File: config.mk
export PLATFORM = sky130hd
export DESIGN_NAME = signed_decimal_digit_formatter_top
export DESIGN_NICKNAME = d
export VERILOG_FILES = /design/src/hw/rtl/sddf_pkg.sv /design/src/hw/rtl/signed_decimal_digit_formatter_top.sv /design/src/hw/rtl/sddf_div10.sv /design/src/hw/rtl/sddf_seq.sv
export SDC_FILE = /design/constraint.sdc
export NUM_CORES = 1
export LEC_CHECK = 0
export ABC_AREA = 1
export BUFFER_PORTS_ARGS = -buffer_cell sky130_fd_sc_hd__buf_2
export CAP_MARGIN = 20
export CORE_ASPECT_RATIO = 1.1
export CORE_MARGIN = 2
export CORE_UTILIZATION = 38
export DETAILED_ROUTE_END_ITERATION = 7
export GPL_TIMING_DRIVEN = 1
export PLACE_DENSITY = 0.58
export SETUP_SLACK_MARGIN = 0.1
export SLEW_MARGIN = 40
export SYNTH_ARGS = -nofsm -noshare
export SYNTH_HDL_FRONTEND = slang
export SYNTH_SLANG_ARGS = --single-unit
File: constraint.sdc
create_clock -name clk -period 7.35 [get_ports clk]
set_input_delay 1.1025 -clock clk [delete_from_list [all_inputs] [get_ports clk]]
set_output_delay 1.1025 -clock clk [all_outputs]
set_load 0.01 [all_outputs]
File: src/hw/rtl/sddf_pkg.sv
// Shared types and constants for the signed decimal digit formatter.
package sddf_pkg;

  localparam int NUM_DIGITS = 8;
  localparam int VAL_W      = 32;
  localparam int ADDR_W     = 4;
  localparam int CODE_W     = 8;
  localparam int QUOT_W     = 29;  // floor((2^32 - 1) / 10) fits in 29 bits
  localparam int PROD_W     = 64;

  localparam logic [ADDR_W-1:0] LAST_ADDR  = ADDR_W'(NUM_DIGITS);
  localparam logic [ADDR_W-1:0] POINT_POS  = 4'd3;
  localparam logic [CODE_W-1:0] CODE_MINUS = 8'd10;
  localparam logic [CODE_W-1:0] CODE_BLANK = 8'd15;

  localparam logic [VAL_W-1:0] POS_LIMIT = 32'd99999999;
  localparam logic [VAL_W-1:0] NEG_LIMIT = 32'd9999999;

  // ceil(2^35 / 10): floor(x * RECIP10 / 2^35) == x / 10 for any 32-bit x
  localparam logic [VAL_W-1:0] RECIP10 = 32'hCCCCCCCD;

  typedef enum logic [2:0] {
    S_IDLE,
    S_PICK,
    S_MUL,
    S_REM,
    S_OUT
  } seq_state_t;

  typedef struct packed {
    logic [ADDR_W-1:0] addr;
    logic [CODE_W-1:0] code;
    logic              last;
    logic              ovf;
  } wr_word_t;

endpackage

File: src/hw/rtl/signed_decimal_digit_formatter_top.sv
// Top level of the signed decimal digit formatter: ports, sequencer, output register.
//
//  channel | dir | tdata (low bit up)                      | tuser        | tlast
//  --------+-----+-----------------------------------------+--------------+--------
//  in_     | in  | value[31:0], digit_count[35:32], pad    | dec_point    | -
//  out_    | out | digit_address[3:0], segment_code[11:4]  | overflow     | is_last
//
// Writes: one input word yields 8 writes (9 for a negative value with zero
//   count). Each digit position steps through pick, multiply, remainder and
//   emit on the shared divide-by-ten unit; a minus or blank position steps
//   through pick and emit only. The next word is accepted only once the
//   sequencer has returned to idle after its last write.
// Reset: rst_n synchronous, active low; clears sequencer state and out_tvalid.
// Stalls: out_tready low holds the output register; the sequencer waits in its
//   emit step. in_tready is high only while the sequencer is idle, even if the
//   final write still sits in the output register.
module signed_decimal_digit_formatter_top
  import sddf_pkg::*;
(
  input  logic        clk,
  input  logic        rst_n,

  input  logic        in_tvalid,
  output logic        in_tready,
  input  logic [39:0] in_tdata,   // value[31:0], digit_count[35:32], zero pad
  input  logic [0:0]  in_tuser,   // dec_point

  output logic        out_tvalid,
  input  logic        out_tready,
  output logic [15:0] out_tdata,  // digit_address[3:0], segment_code[11:4], zero pad
  output logic [0:0]  out_tuser,  // overflow
  output logic        out_tlast   // is_last
);

  logic     wr_valid;
  logic     wr_ready;
  wr_word_t wr;

  logic     out_valid_r;
  wr_word_t out_word_r;

  sddf_seq u_seq (
    .clk         (clk),
    .rst_n       (rst_n),
    .in_valid    (in_tvalid),
    .in_ready    (in_tready),
    .value       (in_tdata[31:0]),
    .digit_count (in_tdata[35:32]),
    .dec_point   (in_tuser[0]),
    .wr_valid    (wr_valid),
    .wr_ready    (wr_ready),
    .wr          (wr)
  );

  // output register: loads when empty or being drained this cycle
  assign wr_ready = !out_valid_r || out_tready;

  always_ff @(posedge clk) begin
    if (!rst_n) begin
      out_valid_r <= 1'b0;
    end else if (wr_ready) begin
      out_valid_r <= wr_valid;
    end
  end

  always_ff @(posedge clk) begin
    if (wr_valid && wr_ready) begin
      out_word_r <= wr;
    end
  end

  assign out_tvalid = out_valid_r;
  assign out_tdata  = {4'b0000, out_word_r.code, out_word_r.addr};
  assign out_tuser  = out_word_r.ovf;
  assign out_tlast  = out_word_r.last;

endmodule

File: src/hw/rtl/sddf_div10.sv
// Shared divide-by-ten unit: registered reciprocal product, then quotient and digit.
module sddf_div10
  import sddf_pkg::*;
(
  input  logic              clk,
  input  logic              load,
  input  logic [VAL_W-1:0]  dividend,
  output logic [QUOT_W-1:0] quotient,
  output logic [3:0]        remainder
);

  logic [PROD_W-1:0] prod_r;
  logic [3:0]        q_x8;
  logic [3:0]        q_x2;

  always_ff @(posedge clk) begin
    if (load) begin
      prod_r <= PROD_W'(dividend) * PROD_W'(RECIP10);
    end
  end

  // dividend is held stable between load and use
  assign quotient = prod_r[PROD_W-1 -: QUOT_W];

  // remainder < 10, so low four bits of dividend - 10*q are enough
  assign q_x8      = {quotient[0], 3'b000};
  assign q_x2      = {quotient[2:0], 1'b0};
  assign remainder = dividend[3:0] - q_x8 - q_x2;

endmodule

File: src/hw/rtl/sddf_seq.sv
// Sequencer: walks display positions, drives the divide unit, builds writes.
module sddf_seq
  import sddf_pkg::*;
(
  input  logic              clk,
  input  logic              rst_n,
  input  logic              in_valid,
  output logic              in_ready,
  input  logic [VAL_W-1:0]  value,
  input  logic [3:0]        digit_count,
  input  logic              dec_point,
  output logic              wr_valid,
  input  logic              wr_ready,
  output wr_word_t          wr
);

  seq_state_t state_r, state_nxt;

  logic [VAL_W-1:0]  rest_r, rest_nxt;
  logic [ADDR_W-1:0] n_r, n_nxt;
  logic [ADDR_W-1:0] addr_r, addr_nxt;
  logic [CODE_W-1:0] code_r, code_nxt;
  logic              dp_r, dp_nxt;
  logic              neg_r, neg_nxt;
  logic              ovf_r, ovf_nxt;

  logic              div_load;
  logic [QUOT_W-1:0] div_quot;
  logic [3:0]        div_rem;

  logic              in_neg;
  logic [VAL_W-1:0]  in_mag;
  logic [ADDR_W-1:0] in_n;
  logic              is_last;
  logic              want_digit;

  sddf_div10 u_div (
    .clk       (clk),
    .load      (div_load),
    .dividend  (rest_r),
    .quotient  (div_quot),
    .remainder (div_rem)
  );

  assign in_neg = value[VAL_W-1];
  assign in_mag = in_neg ? (~value + 32'd1) : value;
  assign in_n   = (digit_count > LAST_ADDR) ? LAST_ADDR : digit_count;

  assign is_last    = (addr_r == LAST_ADDR);
  assign want_digit = (addr_r <= n_r) && !(neg_r && (addr_r == n_r));

  assign in_ready = (state_r == S_IDLE);
  assign wr_valid = (state_r == S_OUT);
  assign wr.addr  = addr_r;
  assign wr.code  = code_r;
  assign wr.last  = is_last;
  assign wr.ovf   = is_last && ovf_r;

  always_comb begin
    state_nxt = state_r;
    rest_nxt  = rest_r;
    n_nxt     = n_r;
    addr_nxt  = addr_r;
    code_nxt  = code_r;
    dp_nxt    = dp_r;
    neg_nxt   = neg_r;
    ovf_nxt   = ovf_r;
    div_load  = 1'b0;

    unique case (state_r)
      S_IDLE: begin
        if (in_valid) begin
          rest_nxt  = in_mag;
          n_nxt     = in_n;
          dp_nxt    = dec_point;
          neg_nxt   = in_neg;
          ovf_nxt   = in_neg ? (in_mag > NEG_LIMIT) : (in_mag > POS_LIMIT);
          // negative with zero count: minus goes to address 0
          addr_nxt  = (in_neg && (in_n == '0)) ? '0 : ADDR_W'(1);
          state_nxt = S_PICK;
        end
      end
      S_PICK: begin
        if (want_digit) begin
          state_nxt = S_MUL;
        end else begin
          code_nxt  = (neg_r && (addr_r == n_r)) ? CODE_MINUS : CODE_BLANK;
          state_nxt = S_OUT;
        end
      end
      S_MUL: begin
        div_load  = 1'b1;
        state_nxt = S_REM;
      end
      S_REM: begin
        rest_nxt  = VAL_W'(div_quot);
        code_nxt  = {dp_r && (addr_r == POINT_POS), 3'b000, div_rem};
        state_nxt = S_OUT;
      end
      S_OUT: begin
        if (wr_ready) begin
          if (is_last) begin
            state_nxt = S_IDLE;
          end else begin
            addr_nxt  = addr_r + ADDR_W'(1);
            state_nxt = S_PICK;
          end
        end
      end
      default: state_nxt = S_IDLE;
    endcase
  end

  always_ff @(posedge clk) begin
    if (!rst_n) begin
      state_r <= S_IDLE;
    end else begin
      state_r <= state_nxt;
    end
  end

  always_ff @(posedge clk) begin
    rest_r <= rest_nxt;
    n_r    <= n_nxt;
    addr_r <= addr_nxt;
    code_r <= code_nxt;
    dp_r   <= dp_nxt;
    neg_r  <= neg_nxt;
    ovf_r  <= ovf_nxt;
  end

endmodule

### Word-level counts from Yosys, hierarchy flattened

Cells that the tools add are included.

* $add $sub $neg: 4
* multiply operators: 1
* div/mod/pow operators: 0
* order comparisons: 4
* equal/unequal tests: 11
* shift-type cells: 0
* muxes and demuxes: 19
* bitwise gates (word level): 1
* reduce and logical (&&, ||, !) cells: 19

Operator list (count)
* multiplier 32 x 32 -> 64 bit (second input constant): 1
* two-way mux 32 bit: 2
* case mux 32 bit (2 select lines): 1
* adder 32 x 1 -> 32 bit (second input constant): 1
* greater-than comparator 32 x 24 -> 1 bit (second input constant): 1
* greater-than comparator 32 x 27 -> 1 bit (second input constant): 1
* inverter 32 bit: 1
* two-way mux 4 bit: 4
* case mux 8 bit (2 select lines): 1
* case mux 3 bit (5 select lines): 1
* two-way mux 3 bit: 4
* two-way mux 8 bit: 1
* case mux 4 bit (2 select lines): 1
* AND reduction 2 bit: 4
* subtractor 4 bit: 2
* == test 3 x 2 -> 1 bit (second input constant): 2
* logical AND 1 bit: 6
* inequality test 2 bit (second input constant): 3
* nonzero test 2 bit: 3
* adder 4 x 1 -> 4 bit (second input constant): 1
* == test 4 x 2 -> 1 bit (second input constant): 1
* == test 4 bit: 1
* == test 4 bit (second input constant): 1
* greater-than comparator 4 bit (second input constant): 1
* 10 further kinds: 14

* bits in registers: 133
* bits in latches: 0
* memory bits (writable): 0
* bits in read-only memories: 0
* input bits: 45
* memories: 0

### Longest topological paths before layout

* depth after elaboration: 7
* depth in mapped cells: 31

### Hierarchy

Synthesis repeated with hierarchy kept, for this count alone.

* cells, all modules: 2972
* area, all modules: 24357.1 um2

Modules (own cells, without submodules)
* sddf_div10: instances 1, cells each 2394, area each 19929.1 um2, sequential area each 870.8 um2
* sddf_seq: instances 1, cells each 552, area each 3922.5 um2, sequential area each 1501.4 um2
* signed_decimal_digit_formatter_top: instances 1, cells each 26, area each 505.5 um2, sequential area each 440.4 um2

### Least setup slack after synthesis

OpenSTA, ideal clock, no wires.

* kind: register -> register
* from: register u_seq.rest_r[11]
* to: register u_seq.u_div.prod_r[52] (data pin)
* library setup time: 252 ps
* data arrival time: 6006 ps
* data required time: 7098 ps
* slack: 1092 ps
* cell stages (with the launch flop): 28
* path buffers: 1
* cells stage by stage: edfxtp_1 > ha_1 > clkbuf_1 > xor2_1 > ha_1 > o21bai_1 > fa_1 > inv_1 > fa_1 > inv_1 > fa_1 > fa_1 > fa_1 > inv_1 > fa_1 > inv_1 > ha_1 > nand2_1 > nor2_1 > inv_1 > nor2_1 > nand3_1 > o21ai_0 > nand2_1 > nand2_1 > nand2_1 > nand3_1 > nand2_1

* longest elaborated chain between the ends: 1

Ends and longest elaborated chain
* start, declared: RTL line sddf_seq.sv:19 `logic [VAL_W-1:0] rest_r, rest_nxt;`
* start signal, assigned: RTL line sddf_seq.sv:123 `rest_r <= rest_nxt;`
* multiplier 32 x 32 -> 64 bit: RTL line sddf_div10.sv:18 `prod_r <= PROD_W'(dividend) * PROD_W'(RECIP10);`
* end signal, assigned: RTL line sddf_div10.sv:18
* end, declared: RTL line sddf_div10.sv:12 `logic [PROD_W-1:0] prod_r;`

Every way passes these cells.
A chain may end at the register's enable or synchronous reset.

### Worst setup path after layout

* from: register u_seq.rest_r[8]
* to: register u_seq.u_div.prod_r[50] (data pin)

The elaborated chain is that of the path after synthesis.

==> results.md <==
* Status: complete, no violations
* Crit Path Class: flop to flop
* Worst path required time at roughly 7.5 ns
* Relative slew margins at 52.3%
* Avg Inst Size Synth at around 8.6 um^2
* # setup viols final at 0
* Max Fclk at between 100 and 150 MHz
* Largest net degree at the start of global routing at between 40 and 50
* Hold Startpoint: u_seq.code_r[1]
* Synth Area in XOR/XNOR at 3.07%
* Yosys reg bits at 92
* Synth async-reset ratio at 0%
* Die Y at roughly 260 um
* Post-Synth Adder-Cell Area at 52.3%
* Placed Cells at around 3700
* Port-buffer cells at 53
* Total number of vias at roughly 18000
* # IOs at 65
* Fin crit share at 95.5%
* CTS Hold Bufs at 0
* Final wirelength at 74300 um
* H-tree Lvls at 3
* Register area share after synthesis at approximately an eighth
* RSZ-0062 raised after global routing: false
* Die area at around 63000 um^2
* Max-cap violations at 0
* Max-slew violation count at 0
* GPL Wtd Cong at 0.987
* Worst Path Arrival at 7.15 ns
* CTS Buffer Depth at 2
* Antenna Cells at 0
* CP Capture Type: flop
* Final hold viol count at 0
* Gate Count Post-Synth at about 2700
* Hold/Removal Path Class: flop to flop
* Core box area at about 61000 um^2
* Vias in the first global route at 19562
* Distinct cells, synth at 47
* Compound-gate portion of the synthesized area at 6.89%
* WL/cell at 19.8 um
* Setup crit start kind: flop
* Layout cells sized above 1 at about a tenth
* HPWL after DPL at roughly 67000 um
* Root Buffer: clkbuf_16
* First-pass GRT wire length at 115000 um
* Final worst setup slack at 0.328 ns
* Initial Util at 38.3%
* Simple-gate share of the synthesized area at 12.3%
* # clock sinks at 92
* Synth Flop Type: edfxtp_1
* Iter 0 DRT Violations at 1041
* R2r endpoint: u_seq.u_div.prod_r[50]
* Min-Delay Endpoint: out_tdata[5]
* Nets at 3702
* Drt drc at 0
* Initial antenna violation count at 1
* DR vias/cell at between 4 and 5
* CP Launch Point: u_seq.rest_r[8]
* Main combinational cell family by area after synthesis: adder cells
* CTS buffer count at 9
* Critical path fanouts, max at 6
* 1st-pass router iterations at 6
* Synth Cell Area at 23300 um^2
* Synthesis-to-layout area growth at 11.7%
* Slowest cell on the critical path: fa_1
* Clk slew on worst S/H paths at 0.08 ns
* Synth warn at 0
* Overall Global Routing Usage at roughly a quarter
* Mux cell area share after synthesis at 0%
* Slew at the pin with the worst max-slew slack at between 0.7 and 0.8 ns
* Post-place setup slack at 0.240 ns
* Grt ovf at 0
* Number of synthesized flops with an enable pin at 88
* Cell Rows at 95
* Post-route setup TNS at 0 ns
* TritonCTS clock tree: done
* Worst-Skew Late Latency at about 0.38 ns
* Worst r2r src: u_seq.rest_r[8]
* Final min period at ~7.0 ns
* Final Instance Count excl. Fillers at 3743
* Die Width at 240 um
* Clk_skew at about 0.0098 ns
* Hold depth at 0
* Antenna-violating nets left at 0
* CP max stage delay at 0.55 ns
* R2R setup slack at 0.33 ns
* Reg2reg path depth at 25
layout by cell type, fill, tap and decap left out, types with 61 or more instances in the layout:
cell,n
inv_1,819
fa_1,386
ha_1,351
nand2_1,344
nor2_1,182
buf_4,146
a21oi_1,97
o21ai_0,90
edfxtp_1,88
nand3_1,61
worst max path at each step:
stage	end	depth (start not counted)
final	u_seq.u_div.prod_r[50]	25
after detailed placement	u_seq.u_div.prod_r[57]	25
after CTS	u_seq.u_div.prod_r[62]	25
after global placement	u_seq.u_div.prod_r[57]	25
after floorplan	u_seq.u_div.prod_r[52]	27
after global routing	u_seq.u_div.prod_r[59]	29
sequential cells by signal (all words and copies together), names as in the netlist, 3 cells and up:
signal and flops:
u_seq.state_r 3, u_seq.addr_r 4, out_tdata 9, u_seq.code_r 5
u_seq.rest_r 32, u_seq.n_r 4, u_seq.u_div.prod_r 29
cell type report:
| cell class | instances | area [um^2] |
|---|---|---|
| well taps | 824 | 1030 |
| multi-input cells | 1785 | 17500 |
| repair buffers | 203 | 1450 |
| flip-flops and latches | 92 | 2720 |
| clock inverters | 7 | 65.1 |
| clock buffers | 9 | 225 |
| inverters | 823 | 3090 |
| fillers | 6248 | 34800 |
kinds of logic after synthesis:
group,count (synthesis)
compound gates,281
fa+ha+maj,743
flops,92
simple gates,673
xor+xnor,81
buf+inv,848
other cells,1
layer usage:
metal | up-vias | global-route usage (%) | part of all wire (%)
met5 | - | 0 | 0.015
li1 | 8628 | - | -
met4 | 2 | 8.68 | 4.0
met2 | 454 | 42.6 | 49
met3 | 121 | 2.97 | 4.6
met1 | 8865 | 31.1 | 42
synth_stat cells (all sizes together) (2+ instances only):
cell	instances	area share [%]
xor2	55	2.1
a211oi	3	0.097
o21ai	96	2.1
o21bai	18	0.58
o22ai	2	0.054
a21boi	6	0.19
inv	823	13
clkbuf	13	0.21
nor4	7	0.21
ha	357	19
dfxtp	4	0.34
a21oi	98	2.1
xnor2	26	0.98
nor3	18	0.39
edfxtp	88	11
a21o	14	0.45
nand3	66	1.5
nand2	357	5.9
nand4	14	0.40
or2	5	0.13
buf	12	0.35
nor2	199	3.5
o211ai	7	0.25
o21a	7	0.23
fa	386	33
nand3b	6	0.19
a31o	2	0.075
a31oi	26	0.70
metrics by stage:
step	hold WS, ns	area [um^2]	util (%)
after detailed placement	0.405	25400	41.7
after CTS	0.422	25700	42.2
after global placement	0.410	25300	41.6
final	0.420	26000	42.8
after global routing	0.430	26000	42.8
after floorplan	0.400	23300	-
timing repair:
item / CTS / global route
endpoints found under the setup margin: 0 / 18
setup buffers: 0 / 43
gates resized for setup: 0 / 12
worst max-delay path: cells and delay by family, from the launching register on:
family	cells	cell delay [ns]
compound gates	5	0.93
flops	1	0.52
simple gates	4	0.68
buf+inv	6	0.67
fa+ha+maj	9	3.67
xor+xnor	1	0.28
Power is left out: the tool's default activity adds up to more than one toggle a clock period on the data nets, which glitch-free logic cannot reach.
